### config.mk
export PLATFORM = sky130hd
export DESIGN_NAME = linear_probe_hash_table_flat
export DESIGN_NICKNAME = d
export VERILOG_FILES = /design/src/rtl/core/lpht_pkg.sv /design/src/rtl/core/lpht_ifs.sv /design/src/rtl/core/lpht_ram.sv /design/src/rtl/core/linear_probe_hash_table.sv /design/src/flat_wrapper.sv
export SDC_FILE = /design/constraint.sdc
export NUM_CORES = 2
export LEC_CHECK = 0
export BUFFER_PORTS_ARGS = -buffer_cell sky130_fd_sc_hd__buf_2
export CORE_MARGIN = 2
export CORE_UTILIZATION = 60
export CTS_CLUSTER_DIAMETER = 100
export DETAILED_ROUTE_END_ITERATION = 8
export HOLD_SLACK_MARGIN = 0.05
export PLACE_DENSITY = 0.76
export SYNTH_ARGS = -nofsm -noshare
export SYNTH_HDL_FRONTEND = slang
export SYNTH_SLANG_ARGS = --single-unit
### constraint.sdc
create_clock -name clock -period 13.1 [get_ports clock]
set_input_delay 0 -clock clock [delete_from_list [all_inputs] [get_ports clock]]
set_output_delay 0 -clock clock [all_outputs]
set_load 0.01 [all_outputs]
### src/rtl/core/lpht_pkg.sv
// Package for the linear-probing hash table: widths, status and request codes,
// controller state type and key character constants. Depends on nothing.
package lpht_pkg;

   localparam int TABLE_SLOTS_DEF = 26;
   localparam int KEY_W           = 64;
   localparam int VALUE_W         = 64;
   localparam int REQ_W           = 2;
   localparam int STATUS_W        = 3;
   localparam int CHAR_W          = 8;

   localparam logic [REQ_W-1:0] REQ_INSERT   = 2'd0;
   localparam logic [REQ_W-1:0] REQ_SEARCH   = 2'd1;
   localparam logic [REQ_W-1:0] REQ_DELETE   = 2'd2;
   localparam logic [REQ_W-1:0] REQ_RESERVED = 2'd3;

   localparam logic [STATUS_W-1:0] ST_ADDED     = 3'd0;
   localparam logic [STATUS_W-1:0] ST_REPLACED  = 3'd1;
   localparam logic [STATUS_W-1:0] ST_FULL      = 3'd2;
   localparam logic [STATUS_W-1:0] ST_FOUND     = 3'd3;
   localparam logic [STATUS_W-1:0] ST_NOT_FOUND = 3'd4;
   localparam logic [STATUS_W-1:0] ST_DELETED   = 3'd5;
   localparam logic [STATUS_W-1:0] ST_BAD_KEY   = 3'd6;

   localparam logic [CHAR_W-1:0] CHAR_UPPER_A = 8'h41;
   localparam logic [CHAR_W-1:0] CHAR_UPPER_Z = 8'h5A;
   localparam logic [CHAR_W-1:0] CHAR_LOWER_A = 8'h61;
   localparam logic [CHAR_W-1:0] CHAR_LOWER_Z = 8'h7A;

   typedef enum logic [1:0] {
      S_IDLE,
      S_INSERT,
      S_SEARCH,
      S_RESP
   } lpht_state_type;

endpackage

### src/rtl/core/lpht_ifs.sv
// Valid/ready channel interfaces of the hash table: request, response and
// configuration write. Depends on lpht_pkg.
interface lpht_req_if import lpht_pkg::*; ();
   logic               valid;
   logic               ready;
   logic [REQ_W-1:0]   req_type;
   logic [KEY_W-1:0]   key;
   logic [VALUE_W-1:0] value;

   modport source (output valid, req_type, key, value, input ready);
   modport sink   (input valid, req_type, key, value, output ready);
endinterface

interface lpht_rsp_if import lpht_pkg::*; #(
   parameter int SLOT_W = $clog2(TABLE_SLOTS_DEF)
) ();
   logic                valid;
   logic                ready;
   logic [STATUS_W-1:0] status;
   logic [VALUE_W-1:0]  found_value;
   logic [SLOT_W-1:0]   slot;

   modport source (output valid, status, found_value, slot, input ready);
   modport sink   (input valid, status, found_value, slot, output ready);
endinterface

interface lpht_csr_if ();
   logic valid;
   logic ready;
   logic replace_mode;

   modport source (output valid, replace_mode, input ready);
   modport sink   (input valid, replace_mode, output ready);
endinterface

### src/rtl/core/lpht_ram.sv
// Generic single-port-write, single-port-read RAM with a registered read.
// Depends on nothing.
module lpht_ram #(
   parameter int WIDTH = 64,
   parameter int DEPTH = 26
) (
   input  logic                     clock,
   input  logic                     wr_en,
   input  logic [$clog2(DEPTH)-1:0] wr_addr,
   input  logic [WIDTH-1:0]         wr_data,
   input  logic                     rd_en,
   input  logic [$clog2(DEPTH)-1:0] rd_addr,
   output logic [WIDTH-1:0]         rd_data
);

   logic [WIDTH-1:0] mem_ff [DEPTH];
   logic [WIDTH-1:0] rd_data_ff;

   always_ff @(posedge clock) begin
      if (wr_en) begin
         mem_ff[wr_addr] <= wr_data;
      end
      if (rd_en) begin
         rd_data_ff <= mem_ff[rd_addr];
      end
   end

   assign rd_data = rd_data_ff;

endmodule

### src/rtl/core/linear_probe_hash_table.sv
// A bad key or reserved request goes straight to the result state. An insert probes
// up to TABLE_SLOTS slots for a free one; a search or delete reads up to TABLE_SLOTS slots.
// One slot is probed per cycle: the occupancy bits for insert, the key RAM read port
// (one read issued and one compared each cycle) for search and delete.
// One request is in service at a time; the next is accepted while a result waits.
// Synchronous reset empties the table at once and clears replace_mode; no clearing pass.
module linear_probe_hash_table
   import lpht_pkg::*;
#(
   parameter int TABLE_SLOTS = TABLE_SLOTS_DEF
) (
   input  logic       clock,
   input  logic       reset,
   lpht_req_if.sink   req_chan,
   lpht_rsp_if.source rsp_chan,
   lpht_csr_if.sink   csr_chan
);

   localparam int SLOT_W = $clog2(TABLE_SLOTS);
   localparam logic [SLOT_W-1:0] LAST_SLOT = SLOT_W'(TABLE_SLOTS - 1);

   lpht_state_type state_ff, state_in;

   logic [REQ_W-1:0]       req_type_ff, req_type_in;
   logic [KEY_W-1:0]       key_ff, key_in;
   logic [VALUE_W-1:0]     value_ff, value_in;
   logic [SLOT_W-1:0]      idx_ff, idx_in;
   logic [SLOT_W-1:0]      cnt_ff, cnt_in;
   logic                   pend_ff, pend_in;
   logic [SLOT_W-1:0]      pend_idx_ff, pend_idx_in;
   logic                   issued_all_ff, issued_all_in;
   logic [TABLE_SLOTS-1:0] occ_ff, occ_in;
   logic                   replace_ff;
   logic [STATUS_W-1:0]    res_status_ff, res_status_in;
   logic [VALUE_W-1:0]     res_fv_ff, res_fv_in;
   logic [SLOT_W-1:0]      res_slot_ff, res_slot_in;
   logic                   rsp_valid_ff, rsp_valid_in;
   logic [STATUS_W-1:0]    rsp_status_ff;
   logic [VALUE_W-1:0]     rsp_fv_ff;
   logic [SLOT_W-1:0]      rsp_slot_ff;

   logic                   ram_we;
   logic                   ram_re;
   logic                   rsp_load;
   logic [KEY_W-1:0]       key_rd;
   logic [VALUE_W-1:0]     value_rd;
   logic [CHAR_W-1:0]      first_char;
   logic                   is_lower;
   logic                   is_upper;
   logic [SLOT_W-1:0]      home;
   logic [SLOT_W-1:0]      idx_next;

   lpht_ram #(.WIDTH(KEY_W), .DEPTH(TABLE_SLOTS)) u_key_ram (
      .clock   (clock),
      .wr_en   (ram_we),
      .wr_addr (idx_ff),
      .wr_data (key_ff),
      .rd_en   (ram_re),
      .rd_addr (idx_ff),
      .rd_data (key_rd)
   );

   lpht_ram #(.WIDTH(VALUE_W), .DEPTH(TABLE_SLOTS)) u_value_ram (
      .clock   (clock),
      .wr_en   (ram_we),
      .wr_addr (idx_ff),
      .wr_data (value_ff),
      .rd_en   (ram_re),
      .rd_addr (idx_ff),
      .rd_data (value_rd)
   );

   assign first_char = req_chan.key[KEY_W-1 -: CHAR_W];
   assign is_lower   = (first_char >= CHAR_LOWER_A) && (first_char <= CHAR_LOWER_Z);
   assign is_upper   = (first_char >= CHAR_UPPER_A) && (first_char <= CHAR_UPPER_Z);
   assign home       = is_lower ? SLOT_W'(first_char - CHAR_LOWER_A)
                                : SLOT_W'(first_char - CHAR_UPPER_A);
   assign idx_next   = (idx_ff == LAST_SLOT) ? '0 : idx_ff + SLOT_W'(1);

   assign req_chan.ready = (state_ff == S_IDLE);
   assign csr_chan.ready = 1'b1;
   assign rsp_load       = (state_ff == S_RESP) && (!rsp_valid_ff || rsp_chan.ready);
   assign rsp_valid_in   = rsp_load || (rsp_valid_ff && !rsp_chan.ready);

   always_comb begin
      state_in      = state_ff;
      req_type_in   = req_type_ff;
      key_in        = key_ff;
      value_in      = value_ff;
      idx_in        = idx_ff;
      cnt_in        = cnt_ff;
      pend_in       = 1'b0;
      pend_idx_in   = pend_idx_ff;
      issued_all_in = issued_all_ff;
      occ_in        = occ_ff;
      res_status_in = res_status_ff;
      res_fv_in     = res_fv_ff;
      res_slot_in   = res_slot_ff;
      ram_we        = 1'b0;
      ram_re        = 1'b0;
      unique case (state_ff)
         S_IDLE: begin
            if (req_chan.valid) begin
               req_type_in   = req_chan.req_type;
               key_in        = req_chan.key;
               value_in      = req_chan.value;
               idx_in        = home;
               cnt_in        = '0;
               issued_all_in = 1'b0;
               res_fv_in     = '0;
               res_slot_in   = '0;
               if (req_chan.req_type == REQ_RESERVED) begin
                  res_status_in = ST_NOT_FOUND;
                  state_in      = S_RESP;
               end else if (!is_lower && !is_upper) begin
                  res_status_in = ST_BAD_KEY;
                  state_in      = S_RESP;
               end else if (req_chan.req_type == REQ_INSERT) begin
                  state_in = S_INSERT;
               end else begin
                  state_in = S_SEARCH;
               end
            end
         end
         S_INSERT: begin
            if (cnt_ff == '0 && replace_ff && occ_ff[idx_ff]) begin
               ram_we        = 1'b1;
               res_status_in = ST_REPLACED;
               res_slot_in   = idx_ff;
               state_in      = S_RESP;
            end else if (!occ_ff[idx_ff]) begin
               ram_we         = 1'b1;
               occ_in[idx_ff] = 1'b1;
               res_status_in  = ST_ADDED;
               res_slot_in    = idx_ff;
               state_in       = S_RESP;
            end else if (cnt_ff == LAST_SLOT) begin
               res_status_in = ST_FULL;
               state_in      = S_RESP;
            end else begin
               idx_in = idx_next;
               cnt_in = cnt_ff + SLOT_W'(1);
            end
         end
         S_SEARCH: begin
            // The slot read last cycle is compared before the next one is issued,
            // so a match earlier in the chain always wins.
            if (pend_ff && key_rd == key_ff) begin
               res_slot_in = pend_idx_ff;
               state_in    = S_RESP;
               if (req_type_ff == REQ_SEARCH) begin
                  res_status_in = ST_FOUND;
                  res_fv_in     = value_rd;
               end else begin
                  res_status_in       = ST_DELETED;
                  occ_in[pend_idx_ff] = 1'b0;
               end
            end else if (issued_all_ff || !occ_ff[idx_ff]) begin
               res_status_in = ST_NOT_FOUND;
               state_in      = S_RESP;
            end else begin
               ram_re        = 1'b1;
               pend_in       = 1'b1;
               pend_idx_in   = idx_ff;
               idx_in        = idx_next;
               cnt_in        = cnt_ff + SLOT_W'(1);
               issued_all_in = (cnt_ff == LAST_SLOT);
            end
         end
         S_RESP: begin
            if (rsp_load) begin
               state_in = S_IDLE;
            end
         end
         default: begin
            state_in = S_IDLE;
         end
      endcase
   end

   always_ff @(posedge clock) begin
      if (reset) begin
         state_ff     <= S_IDLE;
         pend_ff      <= 1'b0;
         occ_ff       <= '0;
         replace_ff   <= 1'b0;
         rsp_valid_ff <= 1'b0;
      end else begin
         state_ff     <= state_in;
         pend_ff      <= pend_in;
         occ_ff       <= occ_in;
         rsp_valid_ff <= rsp_valid_in;
         if (csr_chan.valid) begin
            replace_ff <= csr_chan.replace_mode;
         end
      end
   end

   always_ff @(posedge clock) begin
      req_type_ff   <= req_type_in;
      key_ff        <= key_in;
      value_ff      <= value_in;
      idx_ff        <= idx_in;
      cnt_ff        <= cnt_in;
      pend_idx_ff   <= pend_idx_in;
      issued_all_ff <= issued_all_in;
      res_status_ff <= res_status_in;
      res_fv_ff     <= res_fv_in;
      res_slot_ff   <= res_slot_in;
      if (rsp_load) begin
         rsp_status_ff <= res_status_ff;
         rsp_fv_ff     <= res_fv_ff;
         rsp_slot_ff   <= res_slot_ff;
      end
   end

   assign rsp_chan.valid       = rsp_valid_ff;
   assign rsp_chan.status      = rsp_status_ff;
   assign rsp_chan.found_value = rsp_fv_ff;
   assign rsp_chan.slot        = rsp_slot_ff;

`ifndef NO_ASSERTIONS
   a_rsp_from_resp: assert property (@(posedge clock) disable iff (reset)
      rsp_valid_ff && !$past(rsp_valid_ff) |-> $past(state_ff == S_RESP))
      else $error("response raised outside the result state");

   a_occ_one_bit: assert property (@(posedge clock) disable iff (reset)
      !$past(reset) |-> $countones(occ_ff ^ $past(occ_ff)) <= 1)
      else $error("more than one occupancy bit changed in a cycle");

   a_write_in_insert: assert property (@(posedge clock) disable iff (reset)
      ram_we |-> state_ff == S_INSERT && !occ_ff[idx_ff] || replace_ff)
      else $error("table write outside an insert");

   a_no_pend_idle: assert property (@(posedge clock) disable iff (reset)
      state_ff == S_IDLE |-> !pend_ff)
      else $error("probe read outstanding while idle");
`endif

endmodule

### src/flat_wrapper.sv
// flat-port wrapper written by rule: the top's interface ports become plain ports
module linear_probe_hash_table_flat import lpht_pkg::*;
#(
   parameter int TABLE_SLOTS = TABLE_SLOTS_DEF
)
  (clock, reset, req_chan_valid, req_chan_req_type, req_chan_key, req_chan_value, req_chan_ready, rsp_chan_valid, rsp_chan_status, rsp_chan_found_value, rsp_chan_slot, rsp_chan_ready, csr_chan_valid, csr_chan_replace_mode, csr_chan_ready);
  lpht_req_if req_chan_i ();
  lpht_rsp_if rsp_chan_i ();
  lpht_csr_if csr_chan_i ();
  input  logic clock;
  input  logic reset;
  input wire logic [$bits(req_chan_i.valid)-1:0] req_chan_valid;
  input wire logic [$bits(req_chan_i.req_type)-1:0] req_chan_req_type;
  input wire logic [$bits(req_chan_i.key)-1:0] req_chan_key;
  input wire logic [$bits(req_chan_i.value)-1:0] req_chan_value;
  output wire logic [$bits(req_chan_i.ready)-1:0] req_chan_ready;
  output wire logic [$bits(rsp_chan_i.valid)-1:0] rsp_chan_valid;
  output wire logic [$bits(rsp_chan_i.status)-1:0] rsp_chan_status;
  output wire logic [$bits(rsp_chan_i.found_value)-1:0] rsp_chan_found_value;
  output wire logic [$bits(rsp_chan_i.slot)-1:0] rsp_chan_slot;
  input wire logic [$bits(rsp_chan_i.ready)-1:0] rsp_chan_ready;
  input wire logic [$bits(csr_chan_i.valid)-1:0] csr_chan_valid;
  input wire logic [$bits(csr_chan_i.replace_mode)-1:0] csr_chan_replace_mode;
  output wire logic [$bits(csr_chan_i.ready)-1:0] csr_chan_ready;
  assign req_chan_i.valid = req_chan_valid;
  assign req_chan_i.req_type = req_chan_req_type;
  assign req_chan_i.key = req_chan_key;
  assign req_chan_i.value = req_chan_value;
  assign req_chan_ready = req_chan_i.ready;
  assign rsp_chan_valid = rsp_chan_i.valid;
  assign rsp_chan_status = rsp_chan_i.status;
  assign rsp_chan_found_value = rsp_chan_i.found_value;
  assign rsp_chan_slot = rsp_chan_i.slot;
  assign rsp_chan_i.ready = rsp_chan_ready;
  assign csr_chan_i.valid = csr_chan_valid;
  assign csr_chan_i.replace_mode = csr_chan_replace_mode;
  assign csr_chan_ready = csr_chan_i.ready;
  linear_probe_hash_table #(.TABLE_SLOTS(TABLE_SLOTS)) u_core (.clock(clock), .reset(reset), .req_chan(req_chan_i), .rsp_chan(rsp_chan_i), .csr_chan(csr_chan_i));
endmodule
==> impl_results.md <==
* Main combinational cell family by area after synthesis: multiplexers
* CP required at 13660 ps
* Commonest non-fill, non-tap cells in the layout: 3746 x edfxtp_1, 811 x mux4_2, 379 x clkbuf_16, 270 x dlygate4sd3_1, 250 x a21oi_1
* Detailed-route via count at 71700
* Site Rows at 178
* Psw at 10.2 mW
* IO buf count at 209
* Setup TNS at 0 ps
* Post-synth top area share at 0.793
* CP endpoint kind: flip-flop
* First-pass DRT Iterations at 7
* Pin count of the biggest net entering global routing at 149
* Clock Sinks at 3777
* Number of global-route vias before repair at 73600
* Postcts setup bufs at 0
* DR top layer: met5
* Startpoint types: flip-flop
* Peak VDD IR at 248 uV
* RSZ-0062 raised after global routing: no
* Initial Util at 0.603
* Gate power share at 0.246
* CTS Root Cell: clkbuf_16
* Fin Clk Skew at 82.4 ps
* R2R setup slack at 5360 ps
* Worst-path maximum fanout at 57
* Post-synth top flop: edfxtp_1
* Worst-path clk slew at 60 ps
* Slew Limit Fails at 0
* Tmin final at 7740 ps
* Clk_lat worst skew at 990 ps
* Syn Std Cell Area at 142000 sq um
* DR WL/cell at 34.6 um
* Finished Cell Area at 161000 sq um
* Synth Area in XOR/XNOR at 0.00370
* Power share of the sequential group at 0.448
* Synth Area in Adders at 0.00132
* Vias per Instance at 6.84
* Rel. slew slack at 0.0742
* Synth area leader: edfxtp_1
* Final setup violation count at 0
* Gr ovfl total at 0
* Remaining antenna violation count after routing at 0
* Met3 Wirelength at 38600 um
* Final worst path period share at 0.591
* # fillers at 13700
* Synth area leaders: edfxtp_1 79%, mux4_2 13%, mux2i_1 1.1%
* Gpl congestion at 0.876
* Worst Setup Slack post-DPL at 5620 ps
* CTS tree: done
* Yosys cell types at 63
* Ys async rst share at 0
* WS Path Type: reg2reg
* Die area at 240000 sq um
* Hpwl dp at 176000 um
* Ys Warns at 0
* Post-Route WL at 363000 um
* First-pass GRT wire length at 521000 um
* Flops & latches, synth at 3777
* Die W at 490 um
* Die height at 490 um
* Post-synthesis mux area share at 0.140
* Commonest non-fill, non-tap cell in the layout: edfxtp_1
* Area grow syn2layout at 13.8%
* Maximum clock rate at 129 MHz
* Worst-margin pin slew at 1390 ps
* Layout cells sized above 1 at 0.238
* Drt drc at 0
* Simple-Gate Fraction of Synth Area at 0.0185
* Fraction of power spent switching nets at 0.298
* Post-Syn Area per Cell at 22.3 sq um
* Final WS setup at 5360 ps
* Arrival time worst endpoint at 8300 ps
* Mapped Cells at 6360
* Pleak at 51.1 nW
* Ports at 211
* Iter 0 DRT Violations at 10900
* Worst Hold Class: in2reg
* WL met2 at 179000 um
* H-tree depth at 5
* Compound-gate portion of the synthesized area at 0.0270
* Final Hold Fails at 0
* CTS Buffer Depth at 4
* Post-synthesis sequential area ratio at 0.797
* Cts bufs inserted at 376
* Internal at 24.0 mW
* Final Power at 34.1 mW
* Core Box Area at 235000 sq um
* Maximum Capacitance Violations at 0
* Finished Core Util at 0.687
* Status: finished clean
* Clock power frac at 0.306
* EDFF count, synth at 3746
* Met1 wire length at 128000 um
* Total track usage at 0.302
* PD cells at 211 nW/um^2
* Syn nets at 6511
* Initial antenna violation count at 9
* Instance area at placement at 147000 sq um
* Post-layout nets at 7193
## worst max-delay path, cell delays in order, from the launching register on
cell	delay [ps]
edfxtp_1	1060
buf_4	660
or3_1	590
o22ai_1	160
o21ai_0	310
nand3_1	210
a21oi_1	630
nand2_1	530
nor2_4	1050
buf_4	990
buf_4	1040
## per-layer routing
| layer | GRT usage | up-vias |
|---|---|---|
| met1 | 0.410 | 37400 |
| met5 | 0 | - |
| met4 | 0.128 | 2 |
| met2 | 0.488 | 5446 |
| li1 | - | 28000 |
| met3 | 0.0562 | 835 |
## timing repair
| item | in CTS | in global routing |
|---|---|---|
| hold buffers | 270 | 0 |
| endpoints found under the hold margin | 209 | 0 |
| gates resized for setup | 0 | 0 |
## logic make-up after synthesis
family,count (synthesis)
flip-flops,3777
multiplexers,971
AO/OA/AOI/OAI,591
AND/OR/NAND/NOR,550
buffers and inverters,395
XOR/XNOR,60
adder cells (fa/ha/maj),15
other,1
## synthesized netlist by cell type, drive strengths merged (18+ instances only)
library cell / n
a21oi: 251
a22oi: 124
a31oi: 23
and2: 71
buf: 148
clkbuf: 182
dfxtp: 31
edfxtp: 3746
inv: 64
mux2i: 158
mux4: 811
nand2: 195
nor2: 144
nor2b: 37
nor3: 18
nor4: 18
o211ai: 74
o21ai: 20
o221ai: 57
xnor2: 29
xor2: 31
## registers in the layout, indices dropped and copies added, names as in the netlist, 2 cells and up
signal,cells
u_core.cnt_ff,5
u_core.res_status_ff,3
u_core.u_key_ram.mem_ff,1664
u_core.res_slot_ff,5
u_core.pend_idx_ff,5
u_core.req_type_ff,2
u_core.key_ff,64
u_core.u_key_ram.rd_data,64
u_core.u_value_ram.rd_data,64
u_core.rsp_chan.slot,5
u_core.res_fv_ff,64
u_core.state_ff,2
u_core.value_ff,64
u_core.u_value_ram.mem_ff,1664
u_core.idx_ff,5
u_core.rsp_chan.status,3
u_core.rsp_chan.found_value,64
u_core.occ_ff,26
## metrics by stage
step | cells | hold slack (ps)
finish | 10500 | 147
floorplan | 6360 | 98.9
global route | 10500 | 118
CTS | 10500 | 97.4
detailed placement | 9544 | 178
global placement | 9544 | 177
## worst paths after layout
kind,from,to,depth (start not counted)
worst max-delay path,u_core.idx_ff[3]$_DFFE_PP_,u_core.u_key_ram.mem_ff[14][44]$_DFFE_PP_,10
worst min register to register,u_core.res_fv_ff[37]$_SDFFCE_PN0P_,u_core.rsp_chan.found_value[37]$_DFFE_PP_,0
worst max register to register,u_core.idx_ff[3]$_DFFE_PP_,u_core.u_key_ram.mem_ff[14][44]$_DFFE_PP_,10
worst min-delay path,req_chan_req_type[1],u_core.state_ff[0]$_SDFFE_PP0P_,5
## final cells by class
| class | instances | area, sq um | area share |
|---|---|---|---|
| timing repair buffer | 634 | 5070 | 0.0314 |
| clock inverter | 216 | 1980 | 0.0122 |
| multi-input combinational | 2188 | 27300 | 0.169 |
| tap | 3150 | 3940 | 0.0244 |
| clock buffer | 448 | 9760 | 0.0605 |
| inverter | 65 | 251 | 0.00156 |
| sequential | 3777 | 113000 | 0.701 |
| antenna | 4 | 10.0 | 0.0000620 |
## power groups by stage
stage,clock network [mW],registers (mW),logic (mW)
2_1_floorplan,0,15.4,5.53
3_3_place_gp,0,15.4,8.09
5_1_grt,10.9,15.3,8.80
3_5_place_dp,0,15.5,8.16
6_report,10.4,15.3,8.40
4_1_cts,10.5,15.3,8.38
Note: power is estimated with default switching activity, not from simulation.
